File: src/rtl/tpse_pkg.sv
`timescale 1ns / 1ps
// ----------------------------------------------------------------------------
// tpse_pkg
// Shared constants, op codes and the transaction record that moves along
// the spline evaluation chain.
// ----------------------------------------------------------------------------
package tpse_pkg;

    // number of knots, one chain cell each
    localparam int NUM_KNOTS = 16;

    // accumulator width, wide enough for the full unsaturated sum
    localparam int ACC_W = 52;
    // result width (Q31.16)
    localparam int FIT_W = 48;
    // width for cell numbers, knot counts and table index compares
    localparam int CMP_W = 8;

    // reset value of the active knot count
    localparam logic [4:0] ACTIVE_KNOTS_RST = 5'd16;

    // op codes
    localparam logic [1:0] OP_EVAL = 2'd0;
    localparam logic [1:0] OP_COEF = 2'd1;
    localparam logic [1:0] OP_KNOT = 2'd2;

    // coefficients below the knot terms
    localparam int NUM_POLY = 3;

    // configuration register index
    localparam logic REG_ACTIVE_KNOTS = 1'b0;

    // one transaction as it travels down the chain
    typedef struct packed {
        logic                    valid;
        logic [1:0]              op;
        logic [4:0]              index;
        logic [31:0]             value;
        logic signed [15:0]      x;
        logic signed [ACC_W-1:0] acc;
    } item_t;

endpackage

File: src/rtl/tpse_tail.sv
`timescale 1ns / 1ps
// ----------------------------------------------------------------------------
// tpse_tail
// Output register: saturates the sum to Q31.16 and holds the result
// until it is taken. Write transactions end here with no result.
// ----------------------------------------------------------------------------
module tpse_tail
    import tpse_pkg::*;
(
    input  logic                    clk,
    input  logic                    rst_n,
    input  logic                    shift_en,
    input  item_t                   item_in,
    output logic                    out_valid,
    output logic signed [FIT_W-1:0] fit_value,
    output logic                    saturated
);

    logic                    out_valid_reg, out_valid_next;
    logic signed [FIT_W-1:0] fit_reg, fit_next;
    logic                    sat_reg, sat_next;
    logic [ACC_W-FIT_W:0]    top_bits;
    logic                    fits;

    // the sum fits when the result sign bit and all bits above it agree
    assign top_bits = item_in.acc[ACC_W-1:FIT_W-1];
    assign fits     = (top_bits == '0) || (top_bits == '1);

    // saturation
    always_comb
    begin
        out_valid_next = item_in.valid && (item_in.op == OP_EVAL);
        sat_next       = !fits;
        if (fits)
            fit_next = item_in.acc[FIT_W-1:0];
        else if (item_in.acc[ACC_W-1])
            fit_next = {1'b1, {(FIT_W-1){1'b0}}};
        else
            fit_next = {1'b0, {(FIT_W-1){1'b1}}};
    end

    always_ff @(posedge clk or negedge rst_n)
    begin
        if (!rst_n)
        begin
            out_valid_reg <= 1'b0;
            fit_reg       <= '0;
            sat_reg       <= 1'b0;
        end
        else if (shift_en)
        begin
            out_valid_reg <= out_valid_next;
            fit_reg       <= fit_next;
            sat_reg       <= sat_next;
        end
    end

    assign out_valid = out_valid_reg;
    assign fit_value = fit_reg;
    assign saturated = sat_reg;

endmodule

File: config.mk
export PLATFORM = sky130hd
export DESIGN_NAME = tpse_tail
export DESIGN_NICKNAME = d
export VERILOG_FILES = /design/src/rtl/tpse_pkg.sv /design/src/rtl/tpse_tail.sv
export SDC_FILE = /design/constraint.sdc
export NUM_CORES = 1
export LEC_CHECK = 0
export BUFFER_PORTS_ARGS = -buffer_cell sky130_fd_sc_hd__buf_2
export CAP_MARGIN = 20
export CORE_AREA = 10 10 86 88
export CTS_CLUSTER_DIAMETER = 60
export CTS_CLUSTER_SIZE = 25
export DETAILED_ROUTE_END_ITERATION = 10
export DIE_AREA = 0 0 96 98
export PLACE_DENSITY = 0.83
export SETUP_SLACK_MARGIN = 0.1
export SYNTH_ARGS = -nofsm -noshare
export SYNTH_HDL_FRONTEND = slang
export SYNTH_SLANG_ARGS = --single-unit
File: constraint.sdc
create_clock -name clk -period 0.9 [get_ports clk]
set_input_delay 0.045 -clock clk [delete_from_list [all_inputs] [get_ports clk]]
set_output_delay 0.045 -clock clk [all_outputs]
set_load 0.005 [all_outputs]
==> metrics.md <==
| Metric | Value |
|---|---|
| Met3 WL | between 500 and 600 µm |
| Final Max Tran Viols | 0 |
| Number of global-route vias before repair | ~2200 |
| Pre-antenna DRT Iters | 5 |
| Vias | 2035 |
| H-tree depth | 2 |
| Final Cycle Share | 108.0% |
| CP startpoint kind | register |
| R2R depth | 2 |
| # DRC | 0 |
| Clk buf depth | 2 |
| Mean post-synth cell area | 12.59 µm² |
| Initial DRC count | between 70 and 80 |
| Layout Skew | 0 ns |
| DRT antenna net count | 0 |
| IO Pins | 161 |
| Post-Route M1 WL | 2590 µm |
| Worst min path class | input pin to register |
| Root Buffer | clkbuf_8 |
| CTS clk-pin slew, worst paths | 0.08 ns |
| Core Area | 0.005746 mm² |
| Seq/Total Area, Yosys | 56.79% |
| Synthesized area | 0.002203 mm² |
| Final WS setup | -0.07189 ns |
| Largest register FFs | 48 |
| WL/cell | 17.53 µm |
| TritonCTS clock tree | built |
| Cts bufs inserted | 5 |
| Most frequent cells in the layout | buf_2, dfrtp_1, a311o_1 |
| CP Class | register to output port |
| Most common cell after layout, fill and taps aside | buf_2 |
| Nets@finish | 440 |
| CP max FO | 2 |
| Worst vdd ir | 883.4 µV |
| Reg2reg setup slack | -0.06 ns |
| Hold depth | 2 |
| WP data required | 0.85 ns |
| Sink Count | 50 |
| Initial antenna violation count | 0 |
| Synth Register Bits | 50 |
| Die H | 98 µm |
| YS warnings | 0 |
| Fin Hold WS | roughly 0.0033 ns |
| Max_slew headroom | 69.71% |
| WL final | 7083 µm |
| Synth-to-Final Area Change | 65.13% |
| Antenna fix cells | 0 |
| Failing checks | negative setup slack |
| Gr usage total | 14.51% |
| Leak pwr | 1.650 nW |
| Max Clk Rate | 1.029 GHz |
| Post-synth cell types | 13 |
| Placed instance count | 352 |
| Number of port buffers | about 110 |
| Final min period | 0.9719 ns |
| CP arrival | 0.93 ns |
| Die width | 96 µm |
| RD Place Congestion | 0.7167 |
| RSZ-0062 raised after global routing | true |
| Syn_nets | approximately 290 |
| Initial core utilization | 38.35% |
| Outcome | complete, but fails checks |
| Fin util | 63.33% |
| Total Power | 0.005276 W |
| Synthesized instance count | 175 |
| Global route overflow | 0 |
| Row count | 28 |
| Routed met2 length | between 3000 and 4000 µm |
| Largest net degree at the start of global routing | 51 |
| Share of cells above drive strength 1 | 43.77% |
| Worst-skew pair later-pin latency | 0.29 ns |
| Detail Placement HPWL | 4306 µm |
| Routed vias/inst | 5.037 |
| Non-Filler Instances | a little over 400 |
| Area of the die | 0.009408 mm² |
| Max cap viols | 0 |
| Setup Viol. Count Final | 48 |
| CP endpoint kind | output port |
| Pre-CTS setup slack | -0.3242 ns |
| Final hold vios | 0 |
| Global-route wire length before repair | 10950 µm |
| Pwr dens | between 1000 and 1500 mW/mm² |
| Least-Margin Pin Slew | 0.4538 ns |
| Top Metal Used | met4 |
-- path summary, 6_finish.rpt --
path | from | to
worst max-delay path | fit_value[7] | fit_value[7]
worst min-delay path | item_in[15] | fit_value[15]
worst max register to register | fit_value[7] | fit_value[7]
worst min register to register | fit_value[47] | fit_value[47]
max in group asynchronous | rst_n | fit_value[21]
min in group asynchronous | rst_n | out_valid
-- layout make-up --
class / count / area, µm²
Fill cell: 471 / 2107
Timing Repair Buffer: 168 / 1294
Sequential cell: 50 / 1251
Multi-Input combinational cell: 103 / 919.6
Tap cell: 75 / 93.84
Clock buffer: 7 / 76.32
Inverter: 1 / 3.754
-- per-layer routing --
layer  track usage [%]  vias up
met1             15.18      991
met4             2.838        0
met5                 0        -
met2             26.83       69
met3             5.054        5
li1                  -      970
-- critical path: stages (launching register included) --
cell     delay [ns]
dfrtp_1        0.41
buf_6          0.12
buf_6          0.10
-- metrics by stage --
step	cell area, µm²	setup TNS, ns
2_1_floorplan	2232	-3.702
3_3_place_gp	2947	-11.21
3_5_place_dp	2947	-14.63
4_1_cts	3517	-0.5895
5_1_grt	3638	-2.022
6_report	3638	-1.214
-- cells by family (layout without fill, tap and decap cells) --
family	after synthesis	in the layout	share of synthesized area [%]
compound gates	49	49	22.20
flops	50	50	56.79
mux	1	1	0.5110
simple gates	53	53	15.39
buf+inv	22	176	5.110
-- synthesized netlist by cell type --
| cell | count | area share, % |
|---|---|---|
| a311o_1 | 48 | 22 |
| nor2b_1 | 48 | 14 |
| nor4_2 | 1 | 0.57 |
| nand4_1 | 1 | 0.28 |
| clkbuf_1 | 12 | 2.0 |
| buf_2 | 6 | 1.4 |
| dfrtp_1 | 50 | 57 |
| nand2_1 | 2 | 0.34 |
| buf_6 | 3 | 1.5 |
| o32ai_1 | 1 | 0.40 |
| nor3b_2 | 1 | 0.57 |
| mux2_2 | 1 | 0.51 |
| inv_1 | 1 | 0.17 |
-- repair_timing --
| item | 4_1_cts | 5_1_grt |
|---|---|---|
| endpoints found under the setup margin | 98 | 99 |
| gates resized for setup | 20 | 15 |
| hold endpoints to repair | 87 | 2 |
| setup buffers | 0 | 1 |
| hold buffers | 40 | 2 |
| gates cloned | 0 | 2 |
| pin swaps | 48 | 2 |
-- power breakdown --
group / internal, W / leakage, nW / switching [W] / total (W)
logic: 0.000888 / 1.03 / 0.000561 / 0.00145
registers: 0.00249 / 0.585 / 0.000124 / 0.00262
clock network: 0.000536 / 0.0383 / 0.000672 / 0.00121
(Power assumes the default switching activity.)
