## src/rtl/tpse_pkg.sv

```systemverilog
`timescale 1ns / 1ps
// ----------------------------------------------------------------------------
// tpse_pkg
// Shared constants, op codes and the transaction record that moves along
// the spline evaluation chain.
// ----------------------------------------------------------------------------
package tpse_pkg;

    // number of knots, one chain cell each
    localparam int NUM_KNOTS = 16;

    // accumulator width, wide enough for the full unsaturated sum
    localparam int ACC_W = 52;
    // result width (Q31.16)
    localparam int FIT_W = 48;
    // width for cell numbers, knot counts and table index compares
    localparam int CMP_W = 8;

    // reset value of the active knot count
    localparam logic [4:0] ACTIVE_KNOTS_RST = 5'd16;

    // op codes
    localparam logic [1:0] OP_EVAL = 2'd0;
    localparam logic [1:0] OP_COEF = 2'd1;
    localparam logic [1:0] OP_KNOT = 2'd2;

    // coefficients below the knot terms
    localparam int NUM_POLY = 3;

    // configuration register index
    localparam logic REG_ACTIVE_KNOTS = 1'b0;

    // one transaction as it travels down the chain
    typedef struct packed {
        logic                    valid;
        logic [1:0]              op;
        logic [4:0]              index;
        logic [31:0]             value;
        logic signed [15:0]      x;
        logic signed [ACC_W-1:0] acc;
    } item_t;

endpackage

```

## src/rtl/tpse_head.sv

```systemverilog
`timescale 1ns / 1ps
// ----------------------------------------------------------------------------
// tpse_head
// Holds coefficients c0..c2 and starts each sum with c0 + c1*x + c2*x^2.
// Three stages; writes to c0..c2 take effect as they enter.
// ----------------------------------------------------------------------------
module tpse_head
    import tpse_pkg::*;
(
    input  logic  clk,
    input  logic  rst_n,
    input  logic  shift_en,
    input  item_t item_in,
    output item_t item_out
);

    // coefficient storage
    logic signed [31:0] c0_reg, c1_reg, c2_reg;

    // stage 1
    item_t              h1_item_reg;
    logic signed [31:0] h1_c0_reg, h1_c1_reg, h1_c2_reg;

    // stage 2
    item_t              h2_item_reg;
    logic signed [31:0] h2_c0_reg, h2_c2_reg;
    logic [16:0]        h2_x2_reg, h2_x2_next;
    logic signed [33:0] h2_lin_reg, h2_lin_next;

    // stage 3
    item_t              h3_item_reg, h3_item_next;
    logic signed [35:0] h3_sq_reg, h3_sq_next;

    logic signed [31:0] x_sq;
    logic signed [47:0] lin_prod;
    logic signed [49:0] sq_prod;
    logic               coef_wr;

    assign coef_wr = item_in.valid && (item_in.op == OP_COEF);

    // coefficient writes as a transaction enters
    always_ff @(posedge clk or negedge rst_n)
    begin
        if (!rst_n)
        begin
            c0_reg <= '0;
            c1_reg <= '0;
            c2_reg <= '0;
        end
        else if (shift_en && coef_wr)
        begin
            if (item_in.index == 5'd0)
                c0_reg <= item_in.value;
            if (item_in.index == 5'd1)
                c1_reg <= item_in.value;
            if (item_in.index == 5'd2)
                c2_reg <= item_in.value;
        end
    end

    // x squared and linear term
    assign x_sq        = h1_item_reg.x * h1_item_reg.x;
    assign h2_x2_next  = x_sq[30:14];
    assign lin_prod    = h1_c1_reg * h1_item_reg.x;
    assign h2_lin_next = lin_prod[47:14];

    // square term and partial sum
    assign sq_prod    = h2_c2_reg * $signed({1'b0, h2_x2_reg});
    assign h3_sq_next = sq_prod[49:14];

    always_comb
    begin
        h3_item_next     = h2_item_reg;
        h3_item_next.acc = {{(ACC_W-32){h2_c0_reg[31]}}, h2_c0_reg}
                         + {{(ACC_W-34){h2_lin_reg[33]}}, h2_lin_reg};
    end

    // pipeline registers
    always_ff @(posedge clk or negedge rst_n)
    begin
        if (!rst_n)
        begin
            h1_item_reg <= '0;
            h2_item_reg <= '0;
            h3_item_reg <= '0;
            h1_c0_reg   <= '0;
            h1_c1_reg   <= '0;
            h1_c2_reg   <= '0;
            h2_c0_reg   <= '0;
            h2_c2_reg   <= '0;
            h2_x2_reg   <= '0;
            h2_lin_reg  <= '0;
            h3_sq_reg   <= '0;
        end
        else if (shift_en)
        begin
            h1_item_reg <= item_in;
            h1_c0_reg   <= c0_reg;
            h1_c1_reg   <= c1_reg;
            h1_c2_reg   <= c2_reg;
            h2_item_reg <= h1_item_reg;
            h2_c0_reg   <= h1_c0_reg;
            h2_c2_reg   <= h1_c2_reg;
            h2_x2_reg   <= h2_x2_next;
            h2_lin_reg  <= h2_lin_next;
            h3_item_reg <= h3_item_next;
            h3_sq_reg   <= h3_sq_next;
        end
    end

    // close the polynomial part of the sum
    always_comb
    begin
        item_out     = h3_item_reg;
        item_out.acc = h3_item_reg.acc + {{(ACC_W-36){h3_sq_reg[35]}}, h3_sq_reg};
    end

endmodule

```

## config.mk

```make
export PLATFORM = sky130hd
export DESIGN_NAME = tpse_head
export DESIGN_NICKNAME = d
export VERILOG_FILES = /design/src/rtl/tpse_pkg.sv /design/src/rtl/tpse_head.sv
export SDC_FILE = /design/constraint.sdc
export NUM_CORES = 2
export LEC_CHECK = 0
export BUFFER_PORTS_ARGS = -buffer_cell sky130_fd_sc_hd__buf_2
export CELL_PAD_IN_SITES_DETAIL_PLACEMENT = 0
export CELL_PAD_IN_SITES_GLOBAL_PLACEMENT = 1
export CORE_UTILIZATION = 52
export DETAILED_ROUTE_END_ITERATION = 10
export PLACE_DENSITY = 0.87
export SLEW_MARGIN = 20
export SYNTH_ARGS = -nofsm -noshare
export SYNTH_HDL_FRONTEND = slang
export SYNTH_SLANG_ARGS = --single-unit
```

## constraint.sdc

```tcl
create_clock -name clk -period 7.8 [get_ports clk]
set_clock_uncertainty 0.15 [all_clocks]
set_input_delay 1.17 -clock clk [delete_from_list [all_inputs] [get_ports clk]]
set_output_delay 1.17 -clock clk [all_outputs]
set_load 0.1 [all_outputs]
```

==> results_dict.tcl <==
set metrics [dict create \
    crit_top_cell "fa_1" \
    startpoint_type "register" \
    vias_per_cell 5.39 \
    drcViolationCount 0 \
    die_x_um 365 \
    irDropWorstVdd_mv 1.14 \
    yosys.cell_count.top_type "inv_1" \
    clkSlewWorstSetupHoldPaths_ps 60 \
    layout.nets 8510 \
    grt_max_degree 144 \
    max_clock_freq_mhz 136 \
    core_area_um2 130000 \
    slew_headroom 0.265 \
    grt_pass1_vias 50400 \
    wl_mm 165 \
    slowest_delay_ps 1020 \
    gp_congestion 0.902 \
    first_pass_iters 7 \
    p_int_w 0.0123 \
    die_area_um2 133000 \
    overflow 0 \
    power_frac_comb 0.728 \
    cts_resized 0 \
    status "finished clean" \
    finalCriticalPeriod_ps 7380 \
    synth_warnings 0 \
    synth_top_area_share 0.363 \
    clkLatencyLatePin_ps 700 \
    hold_depth 1 \
    rsz0062_at_grt "false" \
    drt-initial-drc-count 2917 \
    p_leak_nw 37.6 \
    synth_edf_count 0 \
    synth.avg_cell_area_um2 10.1 \
    async_flop_share 1.00 \
    final-setup-viol-count 0 \
    critical_path_class "reg2reg" \
    ys_ff_latch 546 \
    grt_pass1_wl_mm 273 \
    finalHoldViolCount 0 \
    postCtsSetupBuffers 0 \
    synth_common_cells "inv_1, fa_1, nand2_1, dfrtp_1, mux2_2" \
    slew_violations 0 \
    grt_use_total 0.263 \
    ys_seq_area_frac 0.200 \
    dp_slack_ps 362 \
    cts_hold_buf 0 \
    clockRootBuffer "clkbuf_16" \
    syn_area_um2 68300 \
    syn-instance-count 6785 \
    synth_top_area_cell "fa_1" \
    crit_slowest_cell "dfrtp_2" \
    antenna_found_initial 12 \
    synth.net_count 8509 \
    die_h_um 365 \
    p_per_area_nw_per_um2 362 \
    syn_to_final_growth_pct 6.90 \
    cp.arrival_ps 7810 \
    cp-end-kind "register" \
    port_buffers 166 \
    placementRows 132 \
    clock_power_share 0.112 \
    setup_ws_ps 421 \
    routedWlPerCell_um 19.3 \
    fin_cells 8576 \
    cts_sinks 546 \
    cap_violations 0 \
    synthTopCellsByArea "fa_1, dfrtp_1, inv_1" \
    setup-tns-final_ps 0 \
    power_frac_seq 0.160 \
    vias 46200 \
    yosysUniqueCellTypes 96 \
    cp_max_fo 35 \
    hp-class "reg2reg" \
    dp_hpwl_mm 131 \
    start_util 0.526 \
    ys.flop_type "dfrtp_1" \
    drive_above_1_share 0.136 \
    io-pin-count 219 \
    cts_buffer_depth 3 \
    worst_pin_slew_ps 1100 \
    cts_buffers 57 \
    dp_cells 8469 \
    switching_power_w 0.0142 \
    cts_max_level 2 \
    min_period_over_period 0.946 \
    reg2regPathDepth 21 \
    path_cells "buf_4 > nand2_1 > fa_1 > fa_1 > fa_1 > inv_1 > fa_1 > fa_1 > inv_1 > fa_1 > inv_1 > ha_1 > nand4_1 > nor3_1 > a21oi_1 > a311oi_2 > nand4_1 > a21oi_1 > o21ai_0 > xnor2_1 > mux2_2" \
    postRouteAntennaNets 0 \
    cts_tree "done" \
    critPathRequiredTime_ps 8230 \
    swShare 0.536 \
]
logic make-up (layout without fill, tap and decap cells):
logic type,count (synthesis),after routing,synth area share
multiplexers,485,485,0.0799
adder cells (fa/ha/maj),1613,1613,0.431
AND/OR/NAND/NOR,1602,1602,0.112
other,0,1,0
buffers and inverters,1863,1911,0.106
XOR/XNOR,143,143,0.0183
AO/OA/AOI/OAI,533,533,0.0531
flip-flops,546,546,0.200
routing by layer:
layer	part of all wire	track usage
met4	0.034	0.0847
met1	0.42	0.349
met2	0.49	0.445
met5	0.000061	0
met3	0.062	0.0378
metrics by stage:
| step | util | total power (W) | cell area, um2 | hold slack [ps] |
|---|---|---|---|---|
| 4_1_cts | 0.562 | 0.0267 | 73000 | 312 |
| 5_1_grt | 0.562 | 0.0289 | 73000 | 348 |
| 3_3_place_gp | 0.546 | 0.0232 | 71000 | 332 |
| 2_1_floorplan | - | 0.0189 | 68300 | 299 |
| 3_5_place_dp | 0.546 | 0.0235 | 71000 | 330 |
| 6_report | 0.562 | 0.0265 | 73000 | 314 |
placed cells by master (no fill, tap or decap), types with 8 or more instances in the layout:
cell	n
inv_1	1498
fa_1	1239
nand2_1	815
dfrtp_1	537
mux2_2	484
and2_1	443
ha_1	374
buf_2	164
a21oi_1	153
nor2_1	139
buf_4	128
xnor2_1	107
o21ai_0	92
a21o_1	67
clkbuf_16	57
xor2_1	36
nand3_1	33
nor3_1	32
nand2b_1	25
nand4_1	22
o31ai_1	21
o21a_1	20
o211ai_1	19
and3_1	18
o21bai_1	18
a211oi_1	15
nor2b_1	14
or3_1	11
a31oi_1	11
buf_12	11
and4_1	10
o2bb2ai_1	10
clkbuf_1	10
o21ai_1	9
dfrtp_2	9
a211o_1	8
bufinv_16	8
cell type report:
class | instances | area, um2
fillers | 11200 | 56900
well taps | 1742 | 2180
inverters | 1500 | 5630
multi-input cells | 4376 | 47500
repair buffers | 305 | 2030
flip-flops and latches | 546 | 13700
clock buffers | 74 | 1560
clock inverters | 32 | 492
diodes | 1 | 2.50
worst paths after layout:
path	start	endpoint	slack, ps
setup / recovery	h1_item_reg[54]	h2_lin_reg[22]	420
hold / removal	h1_c2_reg[1]	h2_c2_reg[1]	310
setup reg to reg	h1_item_reg[54]	h2_lin_reg[22]	420
hold reg to reg	h1_c2_reg[1]	h2_c2_reg[1]	310
max in group asynchronous	rst_n	h2_lin_reg[21]	5620
min in group asynchronous	rst_n	h1_item_reg[96]	330
power by group through the flow:
stage,Clock (W),Combinational [W],Sequential (W)
floorplan,0,0.0152,0.00368
global placement,0,0.0190,0.00425
detailed placement,0,0.0193,0.00427
CTS,0.00302,0.0195,0.00422
global route,0.00313,0.0215,0.00429
finish,0.00297,0.0193,0.00422
critical path: cells and delay by family (launching register included):
| family | cells | cell delay, ps |
|---|---|---|
| adder cells (fa/ha/maj) | 7 | 3280 |
| flip-flops | 1 | 1020 |
| AO/OA/AOI/OAI | 4 | 1150 |
| AND/OR/NAND/NOR | 4 | 760 |
| multiplexers | 1 | 280 |
| buffers and inverters | 4 | 480 |
| XOR/XNOR | 1 | 180 |
Note: power is estimated with default switching activity, not from simulation.
